===== src/sv/c8_pkg.sv =====
// Shared constants, codes, tables and types of the CHIP-8 instruction core.
package c8_pkg;

	// Sizes of the machine.
	localparam int MEM_BYTES    = 4096;
	localparam int SCREEN_WIDTH = 64;
	localparam int SCREEN_ROWS  = 32;
	localparam int PIXELS       = SCREEN_WIDTH * SCREEN_ROWS;
	localparam int STACK_DEPTH  = 16;
	localparam int FONT_BYTES   = 80;
	localparam int NUM_VREGS    = 16;
	localparam int SPRITE_W     = 8;

	localparam int ADDR_W = $clog2(MEM_BYTES);
	localparam int ROW_W  = $clog2(SCREEN_ROWS);
	localparam int COL_W  = $clog2(SCREEN_WIDTH);
	localparam int PIX_W  = $clog2(PIXELS);
	localparam int SP_W   = $clog2(STACK_DEPTH);
	localparam int VR_W   = $clog2(NUM_VREGS);
	localparam int FONT_W = $clog2(FONT_BYTES);

	localparam logic [ADDR_W-1:0] PC_RESET = 12'h200;
	localparam logic [VR_W-1:0]   VF_IDX   = 4'hF;
	localparam logic [VR_W-1:0]   V0_IDX   = 4'h0;

	// Request types.
	localparam logic [1:0] REQ_EXEC  = 2'd0;
	localparam logic [1:0] REQ_WRITE = 2'd1;
	localparam logic [1:0] REQ_PIXEL = 2'd2;
	localparam logic [1:0] REQ_NOP   = 2'd3;

	// Major opcode nibble.
	localparam logic [3:0] OPC_SYS     = 4'h0;
	localparam logic [3:0] OPC_JP      = 4'h1;
	localparam logic [3:0] OPC_CALL    = 4'h2;
	localparam logic [3:0] OPC_SE_IMM  = 4'h3;
	localparam logic [3:0] OPC_SNE_IMM = 4'h4;
	localparam logic [3:0] OPC_SE_REG  = 4'h5;
	localparam logic [3:0] OPC_LD_IMM  = 4'h6;
	localparam logic [3:0] OPC_ADD_IMM = 4'h7;
	localparam logic [3:0] OPC_ALU     = 4'h8;
	localparam logic [3:0] OPC_SNE_REG = 4'h9;
	localparam logic [3:0] OPC_LD_I    = 4'hA;
	localparam logic [3:0] OPC_JP_V0   = 4'hB;
	localparam logic [3:0] OPC_RND     = 4'hC;
	localparam logic [3:0] OPC_DRW     = 4'hD;
	localparam logic [3:0] OPC_KEY     = 4'hE;
	localparam logic [3:0] OPC_MISC    = 4'hF;

	// Full-word system opcodes.
	localparam logic [15:0] OP_CLS = 16'h00E0;
	localparam logic [15:0] OP_RET = 16'h00EE;

	// Low-byte sub-codes.
	localparam logic [7:0] KEY_SKP    = 8'h9E;
	localparam logic [7:0] MISC_LD_DT = 8'h07;
	localparam logic [7:0] MISC_BCD   = 8'h33;

	// Register-to-register ALU sub-codes.
	localparam logic [3:0] ALU_MOV  = 4'h0;
	localparam logic [3:0] ALU_OR   = 4'h1;
	localparam logic [3:0] ALU_AND  = 4'h2;
	localparam logic [3:0] ALU_XOR  = 4'h3;
	localparam logic [3:0] ALU_ADD  = 4'h4;
	localparam logic [3:0] ALU_SUB  = 4'h5;
	localparam logic [3:0] ALU_SHR  = 4'h6;
	localparam logic [3:0] ALU_SUBN = 4'h7;
	localparam logic [3:0] ALU_SHL  = 4'hE;

	// Built-in hex glyphs, five bytes each.
	localparam logic [7:0] FONT [FONT_BYTES] = '{
		8'hF0, 8'h90, 8'h90, 8'h90, 8'hF0, 8'h20, 8'h60, 8'h20, 8'h20, 8'h70,
		8'hF0, 8'h10, 8'hF0, 8'h80, 8'hF0, 8'hF0, 8'h10, 8'hF0, 8'h10, 8'hF0,
		8'h90, 8'h90, 8'hF0, 8'h10, 8'h10, 8'hF0, 8'h80, 8'hF0, 8'h10, 8'hF0,
		8'hF0, 8'h80, 8'hF0, 8'h90, 8'hF0, 8'hF0, 8'h10, 8'h20, 8'h40, 8'h40,
		8'hF0, 8'h90, 8'hF0, 8'h90, 8'hF0, 8'hF0, 8'h90, 8'hF0, 8'h10, 8'hF0,
		8'hF0, 8'h90, 8'hF0, 8'h90, 8'h90, 8'hE0, 8'h90, 8'hE0, 8'h90, 8'hE0,
		8'hF0, 8'h80, 8'h80, 8'h80, 8'hF0, 8'hE0, 8'h90, 8'h90, 8'h90, 8'hE0,
		8'hF0, 8'h80, 8'hF0, 8'h80, 8'hF0, 8'hF0, 8'h80, 8'hF0, 8'h80, 8'h80
	};

	// Sequencer states.
	typedef enum logic [3:0] {
		ST_INIT,
		ST_IDLE,
		ST_MWR,
		ST_PIX,
		ST_PIXD,
		ST_F0,
		ST_F1,
		ST_F2,
		ST_EX,
		ST_FLAG,
		ST_BCD,
		ST_SPRM,
		ST_SPRR,
		ST_SPRA,
		ST_SPRB,
		ST_DONE
	} state_t;

	// Command bundle to the display row memory.
	typedef struct packed {
		logic                    rd_en;
		logic [ROW_W-1:0]        rd_row;
		logic                    wr_en;
		logic [ROW_W-1:0]        wr_row;
		logic [SCREEN_WIDTH-1:0] wr_data;
		logic                    clr;
	} disp_cmd_t;

	// Command bundle to the data register file.
	typedef struct packed {
		logic            rd_en;
		logic [VR_W-1:0] rd_a;
		logic [VR_W-1:0] rd_b;
		logic            wr_en;
		logic [VR_W-1:0] wr_addr;
		logic [7:0]      wr_data;
	} rf_cmd_t;

endpackage


===== src/sv/c8_display.sv =====
// Display frame buffer: one memory row per screen line, with per-row valid bits.
module c8_display (
	input  logic                              clk,
	input  logic                              arst_n,
	input  c8_pkg::disp_cmd_t                 cmd,
	output logic [c8_pkg::SCREEN_WIDTH-1:0]   rd_data
);
	import c8_pkg::*;

	logic [SCREEN_WIDTH-1:0] mem [SCREEN_ROWS];
	logic [SCREEN_ROWS-1:0]  valid_q;
	logic [SCREEN_WIDTH-1:0] rd_q;
	logic                    rd_valid_q;

	// Row valid bits; a clear empties the whole screen at once.
	always_ff @(posedge clk or negedge arst_n) begin
		if (!arst_n) begin
			valid_q    <= '0;
			rd_valid_q <= 1'b0;
		end else begin
			if (cmd.clr) begin
				valid_q <= '0;
			end else if (cmd.wr_en) begin
				valid_q[cmd.wr_row] <= 1'b1;
			end
			if (cmd.rd_en) begin
				rd_valid_q <= valid_q[cmd.rd_row];
			end
		end
	end

	// Row storage with one write and one read port.
	always_ff @(posedge clk) begin
		if (cmd.wr_en) begin
			mem[cmd.wr_row] <= cmd.wr_data;
		end
		if (cmd.rd_en) begin
			rd_q <= mem[cmd.rd_row];
		end
	end

	// A row never written since the last clear reads as blank.
	assign rd_data = rd_q & {SCREEN_WIDTH{rd_valid_q}};
endmodule


===== config.mk =====
export PLATFORM = sky130hd
export DESIGN_NAME = c8_display
export DESIGN_NICKNAME = d
export VERILOG_FILES = /design/src/sv/c8_pkg.sv /design/src/sv/c8_display.sv
export SDC_FILE = /design/constraint.sdc
export NUM_CORES = 2
export LEC_CHECK = 0
export BUFFER_PORTS_ARGS = -buffer_cell sky130_fd_sc_hd__buf_2
export CAP_MARGIN = 20
export CORE_UTILIZATION = 45
export DETAILED_ROUTE_END_ITERATION = 16
export PLACE_DENSITY = 0.71
export SLEW_MARGIN = 20
export SYNTH_ARGS = -nofsm -noshare
export SYNTH_HDL_FRONTEND = slang
export SYNTH_SLANG_ARGS = --single-unit
export TNS_END_PERCENT = 20

===== constraint.sdc =====
create_clock -name clk -period 1.9 [get_ports clk]
set_clock_uncertainty 0.2 [all_clocks]
set_input_delay 0.095 -clock clk [delete_from_list [all_inputs] [get_ports clk]]
set_output_delay 0.095 -clock clk [all_outputs]
set_load 0.05 [all_outputs]

==> flow_summary.ini <==
[run_status]
status = finished with violations
violations = setup timing

[floorplan]
die_width_um = 428
die_area_um2 = 183000
ioPinCount = 143
die-height_um = 428
initial_core_util = 0.455
core_um2 = 179000
placementRows = 155

[synth]
syn-num-nets = 3382
ys_seq_area_frac = 0.789
synth_warnings = 0
synthCells = 3303
synth_area_um2 = 81500
yosysTopAreaCell = edfxtp_1
avgSynthCellArea_um2 = 24.7
netlist_top_cells_area = edfxtp_1 (78%), mux4_2 (16%), mux2_2 (1.1%), dfrtp_1 (1.0%), mux2i_1 (0.85%)
ys_types = 30
netlist.area_leader.share = 0.778
ys_seq_elements = 2145

[sta]
final_hold_viol_count = 0
setup_viol = 118
grt_setup_unrepaired = true
maxSlewViolCount = 0
tightestPinTransition_ns = 0.795
finalCritPeriodShare = 1.24
relSlewSlack = 0.470
max_freq_ghz = 0.424
tns_ns = -33.69
finalCriticalPeriod_ns = 2.36
worst_slack_ns = -0.458
hold_slack_ns = 0.0791

[cells_and_area]
nNetsFinal = 4089
final_cell_mix = edfxtp_1 (2112), mux4_2 (596), buf_12 (240)
drive_gt1_frac = 0.402
ff_latch_area_um2 = 64300
mostFrequentLayoutCell = edfxtp_1
nFillCells = 12792
areaGrowthSynthToFinish_pct = 21.7
multi_input_area_um2 = 17100
fin_util = 0.553

[power_and_ir_drop]
vdd_ir_drop_max_mv = 0.946
p_leak_nw = 32.1
finalPower_mw = 98.0
power_density_nw_per_um2 = 988

[setup_path]
cp.required_ns = 1.60
endpoint = rd_data[59]
critPathLaunchType = flop
regToRegSetupSlack_ns = -0.26
rr_endpoint = rd_q[21]
worst-path-max-fanout = 4
timing.critical_path.from = rd_valid_q
worstSetupPathType = flop to output pin
r2r_cells = 3
cp.arrival_ns = 2.06
end_kind = output pin
reg2reg_from = mem[3][21]

[detailed_routing]
routed_wl_um = 207000
vias = 39336
vias_per_cell = 6.02
first_iter_violations = 5047
drc_errors = 0
wl_per_cell_um = 31.6
ant_nets = 0
dr.pass1.iters = 5

[clock_tree]
cts.sinks = 2145
cts_buffers = 198
clock_latency_ns = 0.84
htree_num_levels = 4
clockBufferDepth = 3
cts_tree = done
root_buffer = clkbuf_16
path_clk_slew_ns = 0.06

[global_routing]
grt_pass1_vias = 40262
grt_pass1_wl_um = 293000
grt_start_max_net_pins = 36
antenna_found_initial = 12
grtUsageTotal = 0.228
grt.overflow.total = 0

[min_path]
hold_path_class = input port to flop

[placement]
gp_congestion = 0.796
io_buffers = 142
pre_cts_ws_ns = -0.756
dpl.hpwl_um = 125000

[run]
cap_violations = 0
## cells by family (layout without fill, tap and decap cells)
family | count (synthesis) | in the layout | synth area share
flip-flops | 2145 | 2145 | 0.789
multiplexers | 742 | 742 | 0.184
AND/OR/NAND/NOR | 192 | 192 | 0.0118
buffers and inverters | 169 | 1039 | 0.0102
AO/OA/AOI/OAI | 55 | 55 | 0.00553
other | 0 | 6 | 0
## how the worst min path moves through the flow
stage             from          end  cells past startpoint
3_3_place_gp    arst_n  valid_q[19]                      1
6_report       cmd[72]     rd_q[52]                      5
2_1_floorplan   arst_n   rd_valid_q                      0
3_5_place_dp    arst_n  valid_q[18]                      1
5_1_grt        cmd[72]     rd_q[52]                      5
4_1_cts        cmd[72]     rd_q[62]                      5
## routing by layer
metal	track usage	share of wire	vias to the layer above
li1	-	-	15685
met1	0.308	0.38	21234
met2	0.376	0.50	2084
met3	0.0480	0.089	323
met4	0.0683	0.027	10
met5	0	0.00035	-
## per-stage QoR
| stage | cell area, µm² | std cells |
|---|---|---|
| final | 99100 | 6534 |
| after global routing | 99100 | 6531 |
| after detailed placement | 90900 | 6078 |
| after global placement | 90900 | 6078 |
| after floorplan | 81800 | 3303 |
| after CTS | 98900 | 6528 |
## where the power goes
part	internal, mW	switching (mW)
combinational	2.81	3.08
clock	21.9	17.2
sequential	52.7	0.261
## synth_stat cells
library cell,instances
clkbuf_1,69
nand2_1,4
o21ai_1,1
o22ai_1,11
o32ai_1,1
nand2b_1,5
and2_1,65
nand3_1,2
or3b_2,4
mux2i_1,69
a21oi_1,1
buf_4,31
o22a_1,8
a22oi_1,7
mux4_2,596
mux2_2,77
nor2_1,98
o221ai_1,15
dfrtp_1,33
or3_1,1
buf_6,5
or2_2,1
a2111oi_0,1
buf_2,37
nor2b_1,6
nand3b_1,5
nor4b_1,1
edfxtp_1,2112
a221o_1,10
buf_1,27
## critical path, stage by stage (launching register included)
cell and delay (ns):
dfrtp_4 0.53, buf_12 0.18, clkbuf_16 0.19, and2_4 0.15
buf_6 0.14
## layout make-up
type | instances | share of cell area
multi-input cells | 989 | 0.172
diodes | 6 | 0.000151
flip-flops and latches | 2145 | 0.648
well taps | 2355 | 0.0297
clock inverters | 130 | 0.0115
repair buffers | 676 | 0.0858
clock buffers | 233 | 0.0524
## registers in the layout, summed over array words and instances (netlist names)
signal and cells:
rd_valid_q 1, mem 2048, rd_q 64, valid_q 32
## what timing repair did
| action | in CTS | in global routing |
|---|---|---|
| endpoints found under the hold margin | 2821 | 0 |
| endpoints found under the setup margin | 126 | 134 |
| gates cloned | 4 | 1 |
| pin swaps | 9 | 5 |
| hold buffers | 80 | 0 |
| buffers inserted | 3 | 0 |
| gates resized for setup | 227 | 46 |
(Power assumes the default switching activity.)
