## src/sv/c8_pkg.sv

```systemverilog
// Shared constants, codes, tables and types of the CHIP-8 instruction core.
package c8_pkg;

	// Sizes of the machine.
	localparam int MEM_BYTES    = 4096;
	localparam int SCREEN_WIDTH = 64;
	localparam int SCREEN_ROWS  = 32;
	localparam int PIXELS       = SCREEN_WIDTH * SCREEN_ROWS;
	localparam int STACK_DEPTH  = 16;
	localparam int FONT_BYTES   = 80;
	localparam int NUM_VREGS    = 16;
	localparam int SPRITE_W     = 8;

	localparam int ADDR_W = $clog2(MEM_BYTES);
	localparam int ROW_W  = $clog2(SCREEN_ROWS);
	localparam int COL_W  = $clog2(SCREEN_WIDTH);
	localparam int PIX_W  = $clog2(PIXELS);
	localparam int SP_W   = $clog2(STACK_DEPTH);
	localparam int VR_W   = $clog2(NUM_VREGS);
	localparam int FONT_W = $clog2(FONT_BYTES);

	localparam logic [ADDR_W-1:0] PC_RESET = 12'h200;
	localparam logic [VR_W-1:0]   VF_IDX   = 4'hF;
	localparam logic [VR_W-1:0]   V0_IDX   = 4'h0;

	// Request types.
	localparam logic [1:0] REQ_EXEC  = 2'd0;
	localparam logic [1:0] REQ_WRITE = 2'd1;
	localparam logic [1:0] REQ_PIXEL = 2'd2;
	localparam logic [1:0] REQ_NOP   = 2'd3;

	// Major opcode nibble.
	localparam logic [3:0] OPC_SYS     = 4'h0;
	localparam logic [3:0] OPC_JP      = 4'h1;
	localparam logic [3:0] OPC_CALL    = 4'h2;
	localparam logic [3:0] OPC_SE_IMM  = 4'h3;
	localparam logic [3:0] OPC_SNE_IMM = 4'h4;
	localparam logic [3:0] OPC_SE_REG  = 4'h5;
	localparam logic [3:0] OPC_LD_IMM  = 4'h6;
	localparam logic [3:0] OPC_ADD_IMM = 4'h7;
	localparam logic [3:0] OPC_ALU     = 4'h8;
	localparam logic [3:0] OPC_SNE_REG = 4'h9;
	localparam logic [3:0] OPC_LD_I    = 4'hA;
	localparam logic [3:0] OPC_JP_V0   = 4'hB;
	localparam logic [3:0] OPC_RND     = 4'hC;
	localparam logic [3:0] OPC_DRW     = 4'hD;
	localparam logic [3:0] OPC_KEY     = 4'hE;
	localparam logic [3:0] OPC_MISC    = 4'hF;

	// Full-word system opcodes.
	localparam logic [15:0] OP_CLS = 16'h00E0;
	localparam logic [15:0] OP_RET = 16'h00EE;

	// Low-byte sub-codes.
	localparam logic [7:0] KEY_SKP    = 8'h9E;
	localparam logic [7:0] MISC_LD_DT = 8'h07;
	localparam logic [7:0] MISC_BCD   = 8'h33;

	// Register-to-register ALU sub-codes.
	localparam logic [3:0] ALU_MOV  = 4'h0;
	localparam logic [3:0] ALU_OR   = 4'h1;
	localparam logic [3:0] ALU_AND  = 4'h2;
	localparam logic [3:0] ALU_XOR  = 4'h3;
	localparam logic [3:0] ALU_ADD  = 4'h4;
	localparam logic [3:0] ALU_SUB  = 4'h5;
	localparam logic [3:0] ALU_SHR  = 4'h6;
	localparam logic [3:0] ALU_SUBN = 4'h7;
	localparam logic [3:0] ALU_SHL  = 4'hE;

	// Built-in hex glyphs, five bytes each.
	localparam logic [7:0] FONT [FONT_BYTES] = '{
		8'hF0, 8'h90, 8'h90, 8'h90, 8'hF0, 8'h20, 8'h60, 8'h20, 8'h20, 8'h70,
		8'hF0, 8'h10, 8'hF0, 8'h80, 8'hF0, 8'hF0, 8'h10, 8'hF0, 8'h10, 8'hF0,
		8'h90, 8'h90, 8'hF0, 8'h10, 8'h10, 8'hF0, 8'h80, 8'hF0, 8'h10, 8'hF0,
		8'hF0, 8'h80, 8'hF0, 8'h90, 8'hF0, 8'hF0, 8'h10, 8'h20, 8'h40, 8'h40,
		8'hF0, 8'h90, 8'hF0, 8'h90, 8'hF0, 8'hF0, 8'h90, 8'hF0, 8'h10, 8'hF0,
		8'hF0, 8'h90, 8'hF0, 8'h90, 8'h90, 8'hE0, 8'h90, 8'hE0, 8'h90, 8'hE0,
		8'hF0, 8'h80, 8'h80, 8'h80, 8'hF0, 8'hE0, 8'h90, 8'h90, 8'h90, 8'hE0,
		8'hF0, 8'h80, 8'hF0, 8'h80, 8'hF0, 8'hF0, 8'h80, 8'hF0, 8'h80, 8'h80
	};

	// Sequencer states.
	typedef enum logic [3:0] {
		ST_INIT,
		ST_IDLE,
		ST_MWR,
		ST_PIX,
		ST_PIXD,
		ST_F0,
		ST_F1,
		ST_F2,
		ST_EX,
		ST_FLAG,
		ST_BCD,
		ST_SPRM,
		ST_SPRR,
		ST_SPRA,
		ST_SPRB,
		ST_DONE
	} state_t;

	// Command bundle to the display row memory.
	typedef struct packed {
		logic                    rd_en;
		logic [ROW_W-1:0]        rd_row;
		logic                    wr_en;
		logic [ROW_W-1:0]        wr_row;
		logic [SCREEN_WIDTH-1:0] wr_data;
		logic                    clr;
	} disp_cmd_t;

	// Command bundle to the data register file.
	typedef struct packed {
		logic            rd_en;
		logic [VR_W-1:0] rd_a;
		logic [VR_W-1:0] rd_b;
		logic            wr_en;
		logic [VR_W-1:0] wr_addr;
		logic [7:0]      wr_data;
	} rf_cmd_t;

endpackage

```

## src/sv/c8_regs.sv

```systemverilog
// Data register file V0..VF: two registered read ports, one write port.
module c8_regs (
	input  logic            clk,
	input  logic            arst_n,
	input  c8_pkg::rf_cmd_t cmd,
	output logic [7:0]      rd_a_data,
	output logic [7:0]      rd_b_data
);
	import c8_pkg::*;

	logic [7:0]           mem [NUM_VREGS];
	logic [NUM_VREGS-1:0] valid_q;
	logic [7:0]           rd_a_q;
	logic [7:0]           rd_b_q;
	logic                 va_q;
	logic                 vb_q;

	// Valid bits stand in for the reset value of zero.
	always_ff @(posedge clk or negedge arst_n) begin
		if (!arst_n) begin
			valid_q <= '0;
			va_q    <= 1'b0;
			vb_q    <= 1'b0;
		end else begin
			if (cmd.wr_en) begin
				valid_q[cmd.wr_addr] <= 1'b1;
			end
			if (cmd.rd_en) begin
				va_q <= valid_q[cmd.rd_a];
				vb_q <= valid_q[cmd.rd_b];
			end
		end
	end

	// Storage; read data holds until the next read.
	always_ff @(posedge clk) begin
		if (cmd.wr_en) begin
			mem[cmd.wr_addr] <= cmd.wr_data;
		end
		if (cmd.rd_en) begin
			rd_a_q <= mem[cmd.rd_a];
			rd_b_q <= mem[cmd.rd_b];
		end
	end

	assign rd_a_data = rd_a_q & {8{va_q}};
	assign rd_b_data = rd_b_q & {8{vb_q}};
endmodule

```

## config.mk

```make
export PLATFORM = sky130hd
export DESIGN_NAME = c8_regs
export DESIGN_NICKNAME = d
export VERILOG_FILES = /design/src/sv/c8_pkg.sv /design/src/sv/c8_regs.sv
export SDC_FILE = /design/constraint.sdc
export NUM_CORES = 1
export LEC_CHECK = 0
export ABC_AREA = 0
export BUFFER_PORTS_ARGS = -buffer_cell sky130_fd_sc_hd__buf_2
export CORE_UTILIZATION = 40
export DETAILED_ROUTE_END_ITERATION = 10
export PLACE_DENSITY_LB_ADDON = 0.08
export SYNTH_ARGS = -nofsm -noshare
export SYNTH_HDL_FRONTEND = slang
export SYNTH_SLANG_ARGS = --single-unit
```

## constraint.sdc

```tcl
create_clock -name clk -period 1.8 [get_ports clk]
set_input_delay 0.27 -clock clk [delete_from_list [all_inputs] [get_ports clk]]
set_output_delay 0.27 -clock clk [all_outputs]
set_load 0.1 [all_outputs]
```

==> flow_metrics.tcl <==
set metrics [dict create \
    relSlewSlack_pct 70.8 \
    cap_violations 0 \
    hold_path.class "in2reg" \
    synth_seq_cells 162 \
    wl_met3_um 1600 \
    grt_pass1_vias 4045 \
    grt_overflow_total 0 \
    cts_tree "built" \
    skew_ps 10.1 \
    p_leak_nw 3.10 \
    final_hold_viol_count 0 \
    regArea_mm2 0.00477 \
    routed_wirelength_um 18100 \
    critPathArrivalTime_ps 1850 \
    totalPowerFinal_mw 9.58 \
    fp.dieArea_mm2 0.0193 \
    route.detailed.drc 8 \
    top_layer "met5" \
    fillCellCount 1488 \
    critPathLaunchType "flip-flop" \
    worstMarginPinSlew_ps 438 \
    synth_edf_count 144 \
    numPortBuffers 39 \
    synth_area_leader_cell "edfxtp_1" \
    die_width_um 139 \
    ctsLongestPathBuffers 2 \
    violations "DRC" \
    crit_path_max_fanout 2 \
    synth.most_common_cell "edfxtp_1" \
    wl_met1_um 7460 \
    synthToLayoutAreaGrowth_pct 19.1 \
    end_kind "flip-flop" \
    ys_top_cells_by_area "edfxtp_1 58%, mux4_1 17%, mux4_2 11%" \
    synthDistinctLibCells 22 \
    synth_top_area_share_pct 57.7 \
    cts_sinks 162 \
    required_ps 1960 \
    cts_setup_buffers 0 \
    synth_area_mm2 0.00750 \
    root_buffer "clkbuf_16" \
    ff2ff_setup_slack_ps 110 \
    fin_util_pct 49.2 \
    via_per_inst 5.74 \
    syn-num-nets 357 \
    syn_inst 333 \
    met2WireLength_um 8920 \
    io_pins 40 \
    clk_latency_ps 420 \
    multi_input_area_mm2 0.00257 \
    fin_cells 654 \
    post-route-period-util_pct 94.0 \
    detail_route.wl_per_cell_um 27.7 \
    gp_congestion 0.731 \
    drt_iter0_markers 278 \
    grt_pass1_wl_um 27200 \
    grt_max_degree 28 \
    vias 3753 \
    hpwl_um 11800 \
    cts_buffers 17 \
    start_util_pct 41.3 \
    htreeDepth 4 \
    rows 49 \
    rsz0062_at_grt "no" \
    async_flop_share_pct 11.1 \
    grt_usage_pct 20.4 \
    criticalPathCategory "reg2reg" \
    synth_common_cells "144 x edfxtp_1, 49 x mux4_1, 38 x mux4_2" \
    ys.flop_type "edfxtp_1" \
    die_h_um 139 \
    vdd_drop_max_uv 742 \
    status "finished with violations" \
    core_area_mm2 0.0181 \
    seq_area_frac_synth_pct 63.7 \
    drv_slew 0 \
    first_pass_iters 7 \
    max_freq_ghz 0.591 \
    powerDensity_mw_per_mm2 1070 \
    syn_avg_cell_area_um2 22.5 \
    setup_viol 0 \
    final.setup.tns_ps 0 \
    holdWs_ps 222 \
    clk_pin_slew_worst_paths_ps 70 \
    min_period_ps 1690 \
    dp.cells 620 \
    drive_gt1_share_pct 39.9 \
    ys_warn_count 0 \
    antenna_found_initial 3 \
    antenna_left 0 \
    nets 435 \
]
[through the flow]
step / cell area, um^2 / setup slack [ps]
detailed placement: 8270 / -225
finish: 8930 / 108
global placement: 8270 / -205
floorplan: 7520 / 5.66
CTS: 8900 / 0.120
global route: 8930 / 34.1
[worst max-delay path, cell delays in order (launching register included)]
cell      delay [ps]
edfxtp_1         380
mux4_1           560
mux4_2           490
[area by class of cell]
class,instances,share of cell area (%)
Multi-Input combinational cell,151,28.8
Antenna cell,1,0.0280
Tap cell,229,3.21
Clock inverter,14,1.99
Timing Repair Buffer,79,7.71
Clock buffer,18,4.81
Sequential cell,162,53.5
[report_power, final]
part,total (mW),internal [mW],switching [mW]
clock network,3.70,2.20,1.50
registers,4.39,4.28,0.110
logic,1.49,0.546,0.946
[worst paths after layout]
kind / endpoint / depth (start not counted) / start
hold / removal: mem[1][1]$_DFFE_PP_ / 1 / cmd[1]
min in group asynchronous: valid_q[3]$_DFFE_PN0P_ / 2 / arst_n
setup / recovery: rd_b_q[0]$_DFFE_PP_ / 2 / mem[9][0]$_DFFE_PP_
max in group asynchronous: valid_q[9]$_DFFE_PN0P_ / 2 / arst_n
hold reg to reg: valid_q[5]$_DFFE_PN0P_ / 1 / valid_q[5]$_DFFE_PN0P_
setup reg to reg: rd_b_q[0]$_DFFE_PP_ / 2 / mem[9][0]$_DFFE_PP_
[cell families (layout without fill, tap and decap cells)]
kind of cell	Yosys count	after routing	share of synthesized area (%)
buffers and inverters	20	111	2.19
DFF	162	162	63.7
muxes	96	96	30.0
other	0	1	0
and+or+nand+nor	55	55	4.14
[sequential cells by signal (all words and copies together), names as in the netlist]
register,cells
rd_a_q,8
valid_q,16
rd_b_q,8
va_q,1
vb_q,1
mem,128
[layer usage]
| metal | global-route usage (%) | vias up |
|---|---|---|
| met4 | 6.49 | 2 |
| li1 | - | 1633 |
| met2 | 33.1 | 135 |
| met5 | 0 | - |
| met1 | 27.7 | 1969 |
| met3 | 4.45 | 14 |
[placed cells by master, fill, tap and decap left out]
cell type      netlist  routed
nand3b_1             2       2
clkinv_2             0       2
inv_8                0       1
bufinv_16            0       3
or3b_2               1       1
mux4_2              38      38
buf_2                4      23
diode_2              0       1
and2_1              16      16
nand2b_1             2       2
mux4_1              49      49
nor2_1              12      12
clkbuf_1             1       1
clkbuf_4             0      12
or2_2               16      16
nand2_1              1       1
dfrtp_1             18      18
mux4_4               1       1
dlygate4sd3_1        0       1
mux2i_1              6       6
mux2_2               2       2
inv_6                0       3
clkinvlp_4           0       3
edfxtp_1           144     144
clkbuf_16            0      17
nor3_1               4       2
nand3_1              1       1
nor3_2               0       2
buf_12               1      12
clkinv_4             0       2
buf_4                2      31
[what timing repair did]
item,4_1_cts,5_1_grt
hold endpoints to repair,18,0
setup endpoints to repair,4,12
gates resized for setup,4,12
hold buffers,1,0
(Power assumes the default switching activity.)
